$ cat config.mk
export PLATFORM = sky130hd
export DESIGN_NAME = cau_div
export DESIGN_NICKNAME = d
export VERILOG_FILES = /design/src/hw/rtl/assert_macros.svh /design/src/hw/rtl/cau_pkg.sv /design/src/hw/rtl/cau_div.sv
export SDC_FILE = /design/constraint.sdc
export NUM_CORES = 2
export LEC_CHECK = 0
export ABC_AREA = 1
export BUFFER_PORTS_ARGS = -buffer_cell sky130_fd_sc_hd__buf_2
export CAP_MARGIN = 15
export CORE_MARGIN = 1
export CORE_UTILIZATION = 50
export CTS_CLUSTER_DIAMETER = 100
export DETAILED_ROUTE_END_ITERATION = 7
export GPL_TIMING_DRIVEN = 0
export PLACE_DENSITY_LB_ADDON = 0.08
export SKIP_LAST_GASP = 1
export SYNTH_ARGS = -nofsm -noshare
export SYNTH_HDL_FRONTEND = slang
export SYNTH_SLANG_ARGS = --single-unit
$ cat constraint.sdc
create_clock -name clk_i -period 2.9 [get_ports clk_i]
set_input_delay 0.58 -clock clk_i [delete_from_list [all_inputs] [get_ports clk_i]]
set_output_delay 0.58 -clock clk_i [all_outputs]
set_load 0.005 [all_outputs]
$ cat src/hw/rtl/assert_macros.svh
// Assertion macros for RTL files that check their own behavior; only the top level includes them.
`ifndef ASSERT_MACROS_SVH
`define ASSERT_MACROS_SVH

// Plain clocked property, disabled while reset is asserted.
`define ASSERT_CLK(lbl, prop, msg) \
  lbl: assert property (@(posedge clk_i) disable iff (!rst_ni) (prop)) else $error(msg);

// Same-cycle implication, disabled while reset is asserted.
`define ASSERT_IMPL(lbl, ante, cons, msg) \
  lbl: assert property (@(posedge clk_i) disable iff (!rst_ni) (ante) |-> (cons)) \
    else $error(msg);

`endif

$ cat src/hw/rtl/cau_pkg.sv
// Shared types and constants of the complex arithmetic unit.
`timescale 1ns / 1ps
`default_nettype none
package cau_pkg;

  localparam int unsigned DataWidthDef = 16;
  localparam int unsigned FracBitsDef  = 8;
  localparam int unsigned OpWidth      = 2;

  typedef enum logic [OpWidth-1:0] {
    OP_ADD = 2'd0,
    OP_SUB = 2'd1,
    OP_MUL = 2'd2,
    OP_DIV = 2'd3
  } op_e;

  // Control that travels alongside the operands of one item.
  typedef struct packed {
    op_e  op;
    logic dz;
  } ctl_t;

endpackage
`default_nettype wire

$ cat src/hw/rtl/cau_div.sv
// Restoring divider, one quotient bit per pipeline stage, with range check up front.
`timescale 1ns / 1ps
`default_nettype none
module cau_div #(
  parameter int unsigned DATA_WIDTH = cau_pkg::DataWidthDef,
  parameter int unsigned FRAC_BITS  = cau_pkg::FracBitsDef
) (
  input  wire                        clk_i,
  input  wire                        en_i,
  input  wire  [2*DATA_WIDTH-1:0]    num_i,
  input  wire  [2*DATA_WIDTH-1:0]    den_i,
  output logic [DATA_WIDTH-1:0]      quo_o,
  output logic                       ovf_o
);

  localparam int unsigned RW = 2 * DATA_WIDTH + FRAC_BITS;
  localparam int unsigned CW = 3 * DATA_WIDTH + FRAC_BITS;

  logic [RW-1:0]         rem_q [DATA_WIDTH+1];
  logic [2*DATA_WIDTH-1:0] den_q [DATA_WIDTH+1];
  logic [DATA_WIDTH-1:0] quo_q [DATA_WIDTH+1];
  logic                  ovf_q [DATA_WIDTH+1];

  logic [RW-1:0] n_d;
  logic [CW-1:0] lim_d;

  always_comb begin
    n_d   = RW'(num_i) << FRAC_BITS;
    lim_d = CW'(den_i) << DATA_WIDTH;
  end

  // The quotient fits in DATA_WIDTH bits exactly when the scaled numerator is
  // below the divisor shifted by DATA_WIDTH; otherwise it saturates anyway.
  always_ff @(posedge clk_i) begin
    if (en_i) begin
      rem_q[0] <= n_d;
      den_q[0] <= den_i;
      quo_q[0] <= '0;
      ovf_q[0] <= (CW'(n_d) >= lim_d);
    end
  end

  for (genvar s = 1; s <= DATA_WIDTH; s++) begin : g_step
    localparam int unsigned K = DATA_WIDTH - s;
    logic [CW-1:0] dsh, rx, diff;
    logic          take;
    always_comb begin
      dsh  = CW'(den_q[s-1]) << K;
      rx   = CW'(rem_q[s-1]);
      take = (rx >= dsh);
      diff = rx - dsh;
    end
    always_ff @(posedge clk_i) begin
      if (en_i) begin
        rem_q[s] <= take ? diff[RW-1:0] : rem_q[s-1];
        den_q[s] <= den_q[s-1];
        quo_q[s] <= quo_q[s-1] | (DATA_WIDTH'(take) << K);
        ovf_q[s] <= ovf_q[s-1];
      end
    end
  end

  assign quo_o = quo_q[DATA_WIDTH];
  assign ovf_o = ovf_q[DATA_WIDTH];

endmodule
`default_nettype wire

=== After elaboration in Yosys (flattened, before gate mapping) ===
Memories as Yosys holds them, arrays and structs flattened.
Cells that the tools add are included.

* Word-level logic and storage cells: 71
* Output and inout bits: 17
* RAM bits: 1513
* Memories: 4
* Register bits: 0

* Mux-type cells: 18
* Bitwise logic cells: 16
* $add $sub $neg: 16
* Magnitude comparators: 17

{| class="wikitable"
|+ Memory list
! memory !! words !! bits a word !! read ports !! clocked after memory_dff !! wr ports !! line !! RTL
|-
| rem_q || 17 || 40 || 16 || 0 || 17 || cau_div.sv:19 || <nowiki>logic [RW-1:0] rem_q [DATA_WIDTH+1];</nowiki>
|-
| den_q || 17 || 32 || 16 || 0 || 17 || cau_div.sv:20 || <nowiki>logic [2*DATA_WIDTH-1:0] den_q [DATA_WIDTH+1];</nowiki>
|-
| quo_q || 17 || 16 || 17 || 0 || 17 || cau_div.sv:21 || <nowiki>logic [DATA_WIDTH-1:0] quo_q [DATA_WIDTH+1];</nowiki>
|-
| ovf_q || 17 || 1 || 17 || 0 || 17 || cau_div.sv:22 || <nowiki>logic ovf_q [DATA_WIDTH+1];</nowiki>
|}

{| class="wikitable"
|+ Operator list
! cell !! count
|-
| $mux 40 || 16
|-
| $sub 40x40->40 || 8
|-
| $ge 40x48->1 || 1
|-
| $ge 40x47->1 || 1
|-
| $ge 40x46->1 || 1
|-
| $ge 40x45->1 || 1
|-
| $ge 40x44->1 || 1
|-
| $ge 40x43->1 || 1
|-
| $ge 40x42->1 || 1
|-
| $ge 40x41->1 || 1
|-
| $ge 40x32->1 || 1
|-
| $ge 40x33->1 || 1
|-
| $ge 40x34->1 || 1
|-
| $ge 40x35->1 || 1
|-
| $ge 40x36->1 || 1
|-
| $ge 40x37->1 || 1
|-
| $ge 40x38->1 || 1
|-
| $ge 40x39->1 || 1
|-
| $ge 40x40->1 || 1
|-
| $sub 40x32->40 || 1
|-
| $sub 40x33->40 || 1
|-
| $sub 40x34->40 || 1
|-
| $sub 40x35->40 || 1
|-
| $sub 40x36->40 || 1
|-
| 20 further kinds || 21
|}

=== Longest topological paths before layout ===
An unclocked memory read counts as a cell.

* Depth in word-level cells: 3
* Depth in mapped cells: 18
* Mapped depth without buffers: 17

=== Worst setup path before layout ===
OpenSTA, ideal clock, no wires.

* Path type: reg-to-reg
* From: mem den_q[0][96] (netlist bit)
* To: mem rem_q[0][192] (netlist bit), data pin
* Required time: 2.643 ns
* Buffers on the path: 2
* Stages on the path, launching flop included: 17
* Arrival time: 2.161 ns
* Period minus slack after synthesis: 2.418 ns
* Slack: 0.482 ns
* Cells stage by stage: edfxtp_1 ha_1 fa_1 o21ai_2 nand2_1 nand2_2 nand2_1 nand2_2 nand2_1 nand2_1 nand3_1 nand2_1 inv_2 buf_6 buf_6 nand2_1 o21ai_2

{| class="wikitable"
|+ RTL lines
! item !! line
|-
| from (decl) || cau_div.sv:20
|-
| to (decl) || cau_div.sv:19
|}

==> flow_summary.json <==
{
  "clk_latency_ps": 780,
  "r2r_slack_ps": 50,
  "worstSetupEndpointType": "register",
  "netlist_instances": 8469,
  "synth_seq_cells": 1205,
  "maxSlewViolCount": 0,
  "arrival_ps": 3360,
  "period_share": 0.981,
  "dieWidth_microns": 387,
  "core_area_sq_um": 146000,
  "setup-violations-final": 0,
  "grt_overflow": 0,
  "cp-start-kind": "register",
  "synth_area_per_cell_sq_um": 8.74,
  "cp_cell_sequence": "inv_1 -> ha_1 -> nand2_1 -> nor2_2 -> nand2_1 -> nor2_2 -> nand4_1 -> nand3_1 -> nor3b_2 -> nand2_2 -> inv_2 -> clkbuf_4 -> nand2_1 -> nand2_1",
  "rsz0062_at_grt": "yes",
  "layout_min_cycle_time_ps": 2850,
  "async_reset_ff_frac": 0,
  "reg2reg_depth": 14,
  "syn_to_final_growth_pct": 12.7,
  "yosysTopAreaCell": "edfxtp_1",
  "rows": 140,
  "slowest_delay_ps": 480,
  "nets": 9406,
  "synth-edff-count": 1205,
  "maxCapViolCount": 0,
  "holdPathStages": 1,
  "regToRegStartpoint": "den_q[0][278]",
  "r2r_end": "rem_q[0][393]",
  "numClockSinks": 1205,
  "hp-start": "den_i[4]",
  "p_leak_nw": 36.1,
  "ant_nets": 0,
  "crit_type": "register to register",
  "first_pass_iters": 8,
  "min_to": "den_q[0][4]",
  "syn_nets": 9057,
  "hold_class": "input port to register",
  "yosysWarnings": 0,
  "clock-skew-final_ps": 39.6,
  "relSlewSlack": 0.284,
  "htreeDepth": 4,
  "clockBufferDepth": 3,
  "final_cell_mix": "nand2_1 (2129), edfxtp_1 (1205), inv_1 (1162)",
  "antenna_found_initial": 3,
  "grt_usage": 0.307,
  "initial_core_util": 0.506,
  "cp_common_cell": "nand2_1",
  "max_slew.worst_pin.slew_ps": 1070,
  "slowest_stage": "edfxtp_1",
  "grt_pass1_wl_mm": 347,
  "root_buffer": "clkbuf_16",
  "grt_max_degree": 179,
  "fin_hold_ws_ps": 46.8,
  "synth_ff_type": "edfxtp_1",
  "wl_per_cell_microns": 21.5,
  "clkTransAtPathRegs_ps": 60,
  "viasPerCell": 5.52,
  "ir_worst_vdd_mv": 0.604,
  "cts-buffers-inserted": 135,
  "wl_mm": 233,
  "hold_viol_final": 0,
  "die_h_microns": 387,
  "dieArea_sq_um": 150000,
  "drc": 0,
  "fmax_ghz": 0.351,
  "synth_area_leaders": "edfxtp_1 (49%), nand2_1 (11%), ha_1 (8.6%)",
  "synth_top_area_frac": 0.489,
  "drt_iter0_drc": 5207,
  "port_buffers": 82,
  "stdcell_area_sq_um": 83400,
  "ios": 83,
  "syn_area_sq_um": 74000,
  "p_per_area_nw_per_um2": 827,
  "grt_pass1_vias": 58000,
  "gp_congestion": 0.994,
  "cts_tree": "built",
  "vias": 59900,
  "place_area_sq_um": 77000,
  "layout_commonest_cell": "nand2_1",
  "ys_seq_area_frac": 0.489,
  "path_max_fanout": 10,
  "worstPathRequired_ps": 3410,
  "drive_gt1_frac": 0.0784,
  "synthDistinctLibCells": 49,
  "place_hpwl_mm": 189,
  "status": "completed"
}
[cell usage after synthesis (15+ instances only)]
library cell,count
edfxtp_1,1205
ha_1,507
xor2_1,155
nand4_1,90
buf_2,38
nor4_1,33
nor3_1,101
nor2_1,807
o21ai_1,51
buf_4,20
a21oi_1,674
nand3b_1,51
o21ai_0,409
or2_2,23
a31oi_1,20
fa_1,15
xnor2_1,171
o21ai_2,33
nand2_1,2149
inv_1,1164
o211ai_1,15
nand3_1,443
o21bai_1,43
a21boi_0,18
o21a_1,45
buf_6,24
a21o_1,66
[layout make-up]
cell class	count	area [sq um]
multi-input cells	6000	33400
flip-flops and latches	1205	36200
clock inverters	95	1060
well taps	1917	2400
plain buffers	91	694
clock buffers	154	3450
inverters	1173	4410
fillers	13300	62900
repair buffers	212	1720
diodes	2	5.00
[cell families after synthesis]
logic type | count (synthesis) | share of synthesized area
DFF | 1205 | 0.489
adders and majority gates | 522 | 0.0898
xor gates and xnor gates | 326 | 0.0386
buffers and inverters | 1264 | 0.0683
AOI/OAI and AO/OA | 1403 | 0.105
and+or+nand+nor | 3749 | 0.210
[report_power, final]
part | internal (mW) | switching [mW]
clock network | 10.1 | 7.29
logic | 8.83 | 17.4
registers | 23.0 | 2.35
[worst max path at each step]
stage / depth (start not counted) / endpoint / slack (ps) / start
floorplan: 16 / rem_q[0][192] / 480 / den_q[0][96]
global placement: 1 / quo_q[15][15] / -17300 / en_i
detailed placement: 4 / quo_q[13][15] / -770 / en_i
CTS: 13 / rem_q[0][437] / -60 / rem_q[0][367]
global route: 11 / rem_q[0][238] / -40 / den_q[0][130]
finish: 14 / rem_q[0][393] / 50 / den_q[0][278]
[state kept, by name, summed over array words and instances (netlist names)]
register	flops
ovf_q	17
quo_q	136
den_q	512
rem_q	540
[critical path: cells and delay by family, from the launching register on]
family	cells	cell delay, ps
and+or+nand+nor	10	1360
DFF	1	480
adders and majority gates	1	390
buffers and inverters	3	370
[metrics by stage]
stage,cells,total power [mW],TNS (ps),utilization,setup WS (ps)
global placement,10500,51.3,-,0.525,-17300
floorplan,8469,41.7,0,-,482
global route,10800,72.8,-288,0.570,-43.9
CTS,10800,68.5,-86.5,0.564,-64.8
finish,10800,68.9,0,0.570,54.3
detailed placement,10500,50.7,-188620,0.526,-770
[repair_timing]
action / in CTS / in global routing
resized for setup: 58 / 164
hold buffers: 59 / 0
pin swaps: 7 / 22
hold endpoints to repair: 59 / 0
cloned: 0 / 1
setup endpoints to repair: 305 / 569
setup buffers: 23 / 40
[per-layer routing]
layer,global-route usage,share of wire,vias to the layer above
li1,-,-,29300
met1,0.383,0.41,28400
met2,0.536,0.49,1802
met3,0.0324,0.047,440
met4,0.134,0.047,0
met5,0,0,-
(Power assumes the default switching activity.)
