<file path="src/hw/rtl/assert_macros.svh">
// Assertion macros for RTL files that check their own behavior; only the top level includes them.
`ifndef ASSERT_MACROS_SVH
`define ASSERT_MACROS_SVH

// Plain clocked property, disabled while reset is asserted.
`define ASSERT_CLK(lbl, prop, msg) \
  lbl: assert property (@(posedge clk_i) disable iff (!rst_ni) (prop)) else $error(msg);

// Same-cycle implication, disabled while reset is asserted.
`define ASSERT_IMPL(lbl, ante, cons, msg) \
  lbl: assert property (@(posedge clk_i) disable iff (!rst_ni) (ante) |-> (cons)) \
    else $error(msg);

`endif

</file>
<file path="src/hw/rtl/cau_pkg.sv">
// Shared types and constants of the complex arithmetic unit.
`timescale 1ns / 1ps
`default_nettype none
package cau_pkg;

  localparam int unsigned DataWidthDef = 16;
  localparam int unsigned FracBitsDef  = 8;
  localparam int unsigned OpWidth      = 2;

  typedef enum logic [OpWidth-1:0] {
    OP_ADD = 2'd0,
    OP_SUB = 2'd1,
    OP_MUL = 2'd2,
    OP_DIV = 2'd3
  } op_e;

  // Control that travels alongside the operands of one item.
  typedef struct packed {
    op_e  op;
    logic dz;
  } ctl_t;

endpackage
`default_nettype wire

</file>
<file path="src/hw/rtl/cau_prod.sv">
// Product and combine stages: partial products, then sign and magnitude of each part.
`timescale 1ns / 1ps
`default_nettype none
module cau_prod #(
  parameter int unsigned DATA_WIDTH = cau_pkg::DataWidthDef,
  parameter int unsigned FRAC_BITS  = cau_pkg::FracBitsDef
) (
  input  wire                          clk_i,
  input  wire                          en_i,
  input  cau_pkg::op_e                 op_i,
  input  wire signed [DATA_WIDTH-1:0]  a_re_i,
  input  wire signed [DATA_WIDTH-1:0]  a_im_i,
  input  wire signed [DATA_WIDTH-1:0]  b_re_i,
  input  wire signed [DATA_WIDTH-1:0]  b_im_i,
  output cau_pkg::ctl_t                ctl_o,
  output logic                         re_neg_o,
  output logic [2*DATA_WIDTH-1:0]      re_mag_o,
  output logic                         im_neg_o,
  output logic [2*DATA_WIDTH-1:0]      im_mag_o,
  output logic [2*DATA_WIDTH-1:0]      den_o
);

  localparam int unsigned PW = 2 * DATA_WIDTH;

  cau_pkg::op_e          op_q;
  logic signed [PW-1:0]  p_rr_q, p_ii_q, p_ri_q, p_ir_q, p_br_q, p_bi_q;
  logic signed [DATA_WIDTH:0] sum_re_q, sum_im_q, sum_re_d, sum_im_d;

  always_comb begin
    if (op_i == cau_pkg::OP_SUB) begin
      sum_re_d = {a_re_i[DATA_WIDTH-1], a_re_i} - {b_re_i[DATA_WIDTH-1], b_re_i};
      sum_im_d = {a_im_i[DATA_WIDTH-1], a_im_i} - {b_im_i[DATA_WIDTH-1], b_im_i};
    end else begin
      sum_re_d = {a_re_i[DATA_WIDTH-1], a_re_i} + {b_re_i[DATA_WIDTH-1], b_re_i};
      sum_im_d = {a_im_i[DATA_WIDTH-1], a_im_i} + {b_im_i[DATA_WIDTH-1], b_im_i};
    end
  end

  always_ff @(posedge clk_i) begin
    if (en_i) begin
      op_q     <= op_i;
      p_rr_q   <= a_re_i * b_re_i;
      p_ii_q   <= a_im_i * b_im_i;
      p_ri_q   <= a_re_i * b_im_i;
      p_ir_q   <= a_im_i * b_re_i;
      p_br_q   <= b_re_i * b_re_i;
      p_bi_q   <= b_im_i * b_im_i;
      sum_re_q <= sum_re_d;
      sum_im_q <= sum_im_d;
    end
  end

  logic signed [PW:0] s_re, s_im, n_re, n_im;
  logic [PW-1:0]      m_re, m_im, den_d;
  cau_pkg::ctl_t      ctl_d;

  always_comb begin
    case (op_q)
      cau_pkg::OP_MUL: begin
        s_re = {p_rr_q[PW-1], p_rr_q} - {p_ii_q[PW-1], p_ii_q};
        s_im = {p_ri_q[PW-1], p_ri_q} + {p_ir_q[PW-1], p_ir_q};
      end
      cau_pkg::OP_DIV: begin
        s_re = {p_rr_q[PW-1], p_rr_q} + {p_ii_q[PW-1], p_ii_q};
        s_im = {p_ir_q[PW-1], p_ir_q} - {p_ri_q[PW-1], p_ri_q};
      end
      default: begin
        s_re = {{(PW-DATA_WIDTH){sum_re_q[DATA_WIDTH]}}, sum_re_q};
        s_im = {{(PW-DATA_WIDTH){sum_im_q[DATA_WIDTH]}}, sum_im_q};
      end
    endcase
    n_re = -s_re;
    n_im = -s_im;
    m_re = s_re[PW] ? n_re[PW-1:0] : s_re[PW-1:0];
    m_im = s_im[PW] ? n_im[PW-1:0] : s_im[PW-1:0];
    // A product keeps FRAC_BITS too many fraction bits; dropping them from the
    // magnitude rounds toward zero.
    if (op_q == cau_pkg::OP_MUL) begin
      m_re = m_re >> FRAC_BITS;
      m_im = m_im >> FRAC_BITS;
    end
    den_d     = p_br_q[PW-1:0] + p_bi_q[PW-1:0];
    ctl_d.op  = op_q;
    ctl_d.dz  = (op_q == cau_pkg::OP_DIV) && (den_d == '0);
  end

  always_ff @(posedge clk_i) begin
    if (en_i) begin
      ctl_o    <= ctl_d;
      re_neg_o <= s_re[PW];
      re_mag_o <= m_re;
      im_neg_o <= s_im[PW];
      im_mag_o <= m_im;
      den_o    <= den_d;
    end
  end

endmodule
`default_nettype wire

</file>
<file path="config.mk">
export PLATFORM = sky130hd
export DESIGN_NAME = cau_prod
export DESIGN_NICKNAME = d
export VERILOG_FILES = /design/src/hw/rtl/assert_macros.svh /design/src/hw/rtl/cau_pkg.sv /design/src/hw/rtl/cau_prod.sv
export SDC_FILE = /design/constraint.sdc
export NUM_CORES = 2
export LEC_CHECK = 0
export BUFFER_PORTS_ARGS = -buffer_cell sky130_fd_sc_hd__buf_2
export CAP_MARGIN = 40
export CORE_ASPECT_RATIO = 2
export CORE_MARGIN = 2
export CORE_UTILIZATION = 35
export DETAILED_ROUTE_END_ITERATION = 10
export PLACE_DENSITY = 0.46
export REMOVE_ABC_BUFFERS = 1
export SLEW_MARGIN = 10
export SYNTH_ARGS = -nofsm -noshare
export SYNTH_HDL_FRONTEND = slang
export SYNTH_SLANG_ARGS = --single-unit
</file>
<file path="constraint.sdc">
create_clock -name clk_i -period 9 [get_ports clk_i]
set_input_delay 0.45 -clock clk_i [delete_from_list [all_inputs] [get_ports clk_i]]
set_output_delay 0.45 -clock clk_i [all_outputs]
set_load 0.03 [all_outputs]
</file>
---- After elaboration in Yosys (flattened, before gate mapping) ----
Cells that the tools add are included.
word-level totals
  bits in registers ....................... 329
  input bits .............................. 68
  output and inout port bits .............. 101
  logic and storage cells ................. 48
operators by class
  add/subtract/negate cells ............... 11
  multiply operators ...................... 6
  eq/ne operators ......................... 3
  multiplexer cells ....................... 8
  reduce and logical (&&, ||, !) cells .... 2
operators with widths
  operator                                                         count
  16-bit by 16-bit multiplier with 32-bit output                   6
  33-bit one-hot mux with 2 select lines                           2
  32-bit by 32-bit adder with 33-bit output                        2
  32-bit by 32-bit subtractor with 33-bit output                   2
  32-bit 2-to-1 mux                                                2
  32-bit negator                                                   2
  24-bit 2-to-1 mux                                                2
  16-bit by 16-bit adder with 17-bit output                        2
  17-bit 2-to-1 mux                                                2
  16-bit by 16-bit subtractor with 17-bit output                   2
  32-bit adder                                                     1
  32-bit zero test                                                 1
  2-bit == test, second input constant                             2
  2-bit by 1-bit == test with 1-bit output, second input constant  1
  1-bit logical AND                                                1

---- Depth between registers and ports, before layout ----
  depth after elaboration ................. 5
  mapped depth ............................ 28
  mapped depth without buffers ............ 26

---- Least setup slack after synthesis ----
OpenSTA, ideal clock, no wires.
  path kind ............................... input to register
  start ................................... input port b_im_i[3]
  end ..................................... register p_bi_q[30] (data pin)
  setup time .............................. 258 ps
  arrival ................................. 7211 ps
  data required time ...................... 8742 ps
  path slack .............................. 1531 ps
  stages on the path ...................... 25
  buffers on the path ..................... 3
  cells stage by stage .................... clkbuf_1 > clkbuf_1 > clkbuf_1 > nand2_1 > fa_1 > fa_1 > fa_1 > inv_1 > fa_1 > fa_1 > inv_1 > fa_1 > inv_1 > ha_1 > and3_1 > a221o_1 > a2111oi_0 > o21bai_1 > o21a_1 > o31a_1 > o41ai_1 > o2111ai_1 > a31o_2 > a21oi_1 > xnor2_1
between the ends
  word-level cells in the longest chain between the ends .. 1
ends and longest elaborated chain
  element                                         line            RTL
  start, declared                                 cau_prod.sv:14  input wire signed [DATA_WIDTH-1:0] b_im_i,
  16-bit by 16-bit multiplier with 32-bit output  cau_prod.sv:47  p_bi_q <= b_im_i * b_im_i;
  end signal, assigned                            cau_prod.sv:47
  end, declared                                   cau_prod.sv:26  logic signed [PW-1:0] p_rr_q, p_ii_q, p_ri_q, p_ir_q, p_br_q, p_bi_q;
No other way between the ends.
A chain may end at the register's enable or synchronous reset.

---- Worst setup path after layout ----
  start ................................... input port b_im_i[1]
  end ..................................... register p_ii_q[31] (data pin)
between the ends
  word-level cells in the longest chain between the ends .. 1
ends and longest elaborated chain
  element                                         line            RTL
  16-bit by 16-bit multiplier with 32-bit output  cau_prod.sv:43  p_ii_q <= a_im_i * b_im_i;
  end signal, assigned                            cau_prod.sv:43
  end, declared                                   cau_prod.sv:26
No other way between the ends.

==> summary.md <==
| Metric | Value |
|---|---|
| Max-slew headroom | `33.2%` |
| Complex-gate fraction of the synthesized area | `8.18%` |
| Die Y | `674 um` |
| Resized Gates After CTS | `0` |
| Iter 0 DRT Violations | `2907` |
| Status | `finished clean` |
| Hold path depth | `1` |
| Avg Cell Area, Syn | `9.35 um2` |
| Post-synthesis mux area share | `0.645%` |
| Num ports | `169` |
| I/O Buffers | `168` |
| Worst hold start | `op_i[1]` |
| Final hold vios | `0` |
| Die area | `0.228 mm2` |
| Sequential area share after synthesis | `12.5%` |
| Tmin final | `7.62 ns` |
| M2 GR Usage | `45.3%` |
| First-pass detailed-route iteration total | `5` |
| Clock-pin slew on the worst setup and hold paths | `0.07 ns` |
| Top cell family by delay on the critical path | `adder cells` |
| Max Slew Vio Count | `0` |
| Buf+Inv Stages, Crit Path | `7` |
| Largest family of logic cells by synthesized area | `adder cells` |
| Vias in the first global route | `63560` |
| GRT overflow | `0` |
| R2r startpoint | `op_q[1]` |
| Worst flop-to-flop path endpoint | `re_mag_o[18]` |
| Reg2reg path depth | `17` |
| CP max-delay cell | `fa_1` |
| Worst EP required | `9.48 ns` |
| Clock sinks | `327` |
| Adder-cell share of the synthesized area | `49.0%` |
| Clock buffer depth | `3` |
| Worst Path Max Fanout | `32` |
| Cell mode on critical path | `fa_1` |
| Wire length per cell | `23.0 um` |
| Nets | `10661` |
| Synthesis Warnings | `0` |
| Main synth FF type | `edfxtp_1` |
| Max cap viols | `0` |
| Asr flop ratio synth | `0%` |
| Routability congestion estimate | `0.971` |
| Startpoint Class | `input port` |
| Share of cells above drive strength 1 | `5.82%` |
| Post-DP HPWL | `219000 um` |
| F_max | `131 MHz` |
| Total GRT Usage | `23.3%` |
| Fin crit share | `84.6%` |
| RSZ-0062 raised after global routing | `false` |
| Post-CTS repair timing setup buffer count | `0` |
| Post-synth EDFFs | `327` |
| Post-Synth XOR/XNOR Area | `4.97%` |
| Synth-to-Final Area Change | `7.62%` |
| Cell variety after synth | `98` |
| CTS root buffer | `clkbuf_16` |
| End of the worst hold path | `op_q[1]` |
| Pin count of the biggest net entering global routing | `135` |
| Hold buffer count at cts | `0` |
| Setup TNS | `0 ns` |
| Total number of vias | `57319` |
| Arr. time, crit path | `8.10 ns` |
| Clk_lat worst skew | `0.67 ns` |
| Clk_skew | `0.0449 ns` |
| Inserted Clock Buffers | `39` |
| GRT met1 Usage | `23.6%` |
| Flop-to-flop setup slack | `2.19 ns` |
| Routed Wire Length | `263000 um` |
| Syn Inst Count | `8400` |
| Worst Max-Slew Pin Slew | `0.995 ns` |
| Initial antenna violation count | `14` |
| Worst Hold Class | `input port to register` |
| Starting Density | `35.2%` |
| Core Area | `0.223 mm2` |
| Number of H-tree levels | `2` |
| Synth area leader | `fa_1` |
| Cell Area, Synth | `0.0785 mm2` |
| DRC viols | `0` |
| Critical path type | `input port to register` |
| Final setup violation count | `0` |
| Die X-Extent | `339 um` |
| Vias/cell | `5.01` |
| Top-area cell type share of the netlist area | `38.7%` |
| CTS tree | `yes` |
| Ranking of synthesized cells by area | `fa_1 (39%), edfxtp_1 (13%), ha_1 (10%), inv_1 (8.8%), and2_1 (4.4%)` |
| Synth Area in Simple Gates | `14.1%` |
| Max incr delay on CP | `0.54 ns` |
| Met3 Track Usage GR | `2.25%` |
| CP Capture Type | `register` |
| First-pass GRT wire length | `396000 um` |
| Row Count | `245` |
| Global routing's busiest layer | `met2` |
| Seq cells post-synth | `327` |
| Post-DRT Antenna Nets | `0` |
## cell families (layout without fill, tap and decap cells)
kind of cell / count (synthesis) / in the layout
AO/OA/AOI/OAI: 955 / 955
XOR/XNOR: 445 / 445
adder cells (fa/ha/maj): 2166 / 2166
buffers and inverters: 2211 / 2269
flip-flops: 327 / 327
multiplexers: 50 / 50
other: 0 / 8
AND/OR/NAND/NOR: 2246 / 2246
## cell usage after synthesis (25+ instances only)
cell / count
clkbuf_1: 323
inv_1: 1843
nor2b_1: 51
a211oi_1: 51
ha_1: 649
nand2_1: 793
nand2b_1: 59
a31oi_1: 32
or3_1: 29
or2_2: 27
nor3_1: 110
nand3_1: 78
and2_1: 554
edfxtp_1: 327
xor2_1: 123
o21bai_1: 37
or4_1: 25
o31ai_1: 27
o21ai_0: 167
and3_1: 37
a31o_2: 27
o211ai_1: 28
a21oi_1: 255
fa_1: 1517
o21a_1: 44
xnor2_1: 321
nor4_1: 31
buf_1: 29
mux2i_1: 45
nor2_1: 382
a21o_1: 101
## state kept, by name, summed over array words and instances, names as in the netlist
| register | flops |
|---|---|
| sum_im_q | 17 |
| p_ri_q | 32 |
| re_mag_o | 32 |
| p_rr_q | 32 |
| p_ir_q | 32 |
| im_mag_o | 32 |
| op_q | 2 |
| p_bi_q | 31 |
| p_ii_q | 32 |
| p_br_q | 31 |
| den_o | 32 |
| im_neg_o | 1 |
| sum_re_q | 17 |
| re_neg_o | 1 |
| ctl_o | 3 |
## layer usage
metal  vias to the layer above  wire length (um)
met3                       434              7950
li1                      26159                 -
met4                         6             20200
met2                      1120            145000
met5                         -                39
met1                     29600             89800
## worst max-delay path by stage
stage / slack [ns] / start / endpoint / cells after the start
floorplan: 1.52 / op_q[1] / re_mag_o[31] / 15
CTS: 1.47 / b_im_i[1] / p_ii_q[31] / 26
global route: 1.04 / b_re_i[3] / p_br_q[30] / 23
detailed placement: 0.81 / b_im_i[1] / p_ii_q[31] / 26
finish: 1.38 / b_im_i[1] / p_ii_q[31] / 26
global placement: 0.82 / b_im_i[1] / p_ii_q[31] / 26
## cells in the final DEF, fill, tap and decap left out, types with 12 or more instances in the layout
master / count
a2111oi_0: 13
a211oi_1: 51
a21boi_0: 13
a21o_1: 101
a21oi_1: 255
a221oi_1: 12
a31o_2: 27
a31oi_1: 32
and2_1: 553
and3_1: 37
buf_2: 167
buf_4: 161
clkbuf_16: 40
clkinv_1: 14
edfxtp_1: 327
fa_1: 1517
ha_1: 649
inv_1: 1843
mux2i_1: 45
nand2_1: 791
nand2b_1: 59
nand3_1: 78
nand4_1: 15
nor2_1: 381
nor2b_1: 51
nor3_1: 110
nor4_1: 31
o211ai_1: 28
o21a_1: 44
o21ai_0: 167
o21bai_1: 37
o31ai_1: 27
o41ai_1: 15
or2_2: 27
or3_1: 29
or4_1: 25
xnor2_1: 321
xor2_1: 123
## layout make-up
type,instances,area (um2)
Fill cell,22665,138000
Multi-Input combinational cell,5862,60400
Sequential cell,327,9820
Inverter,1855,6960
Tap cell,2964,3710
Timing Repair Buffer,342,2320
Clock buffer,44,1020
Clock inverter,28,255
Antenna cell,8,20.0
## through the flow
stage	hold WS (ns)	area (um2)	util, %	cells	setup WS (ns)
2_1_floorplan	0.536	77200	-	8044	1.52
3_3_place_gp	0.594	82900	37.2	11330	0.821
3_5_place_dp	0.591	83200	37.3	11350	0.805
4_1_cts	0.124	84500	37.9	11422	1.47
5_1_grt	0.171	84500	37.9	11423	1.04
6_report	0.165	84500	37.9	11430	1.38
Power is not shown: default switching activity piles up to over one toggle a cycle in this logic, so the estimate is an artifact.
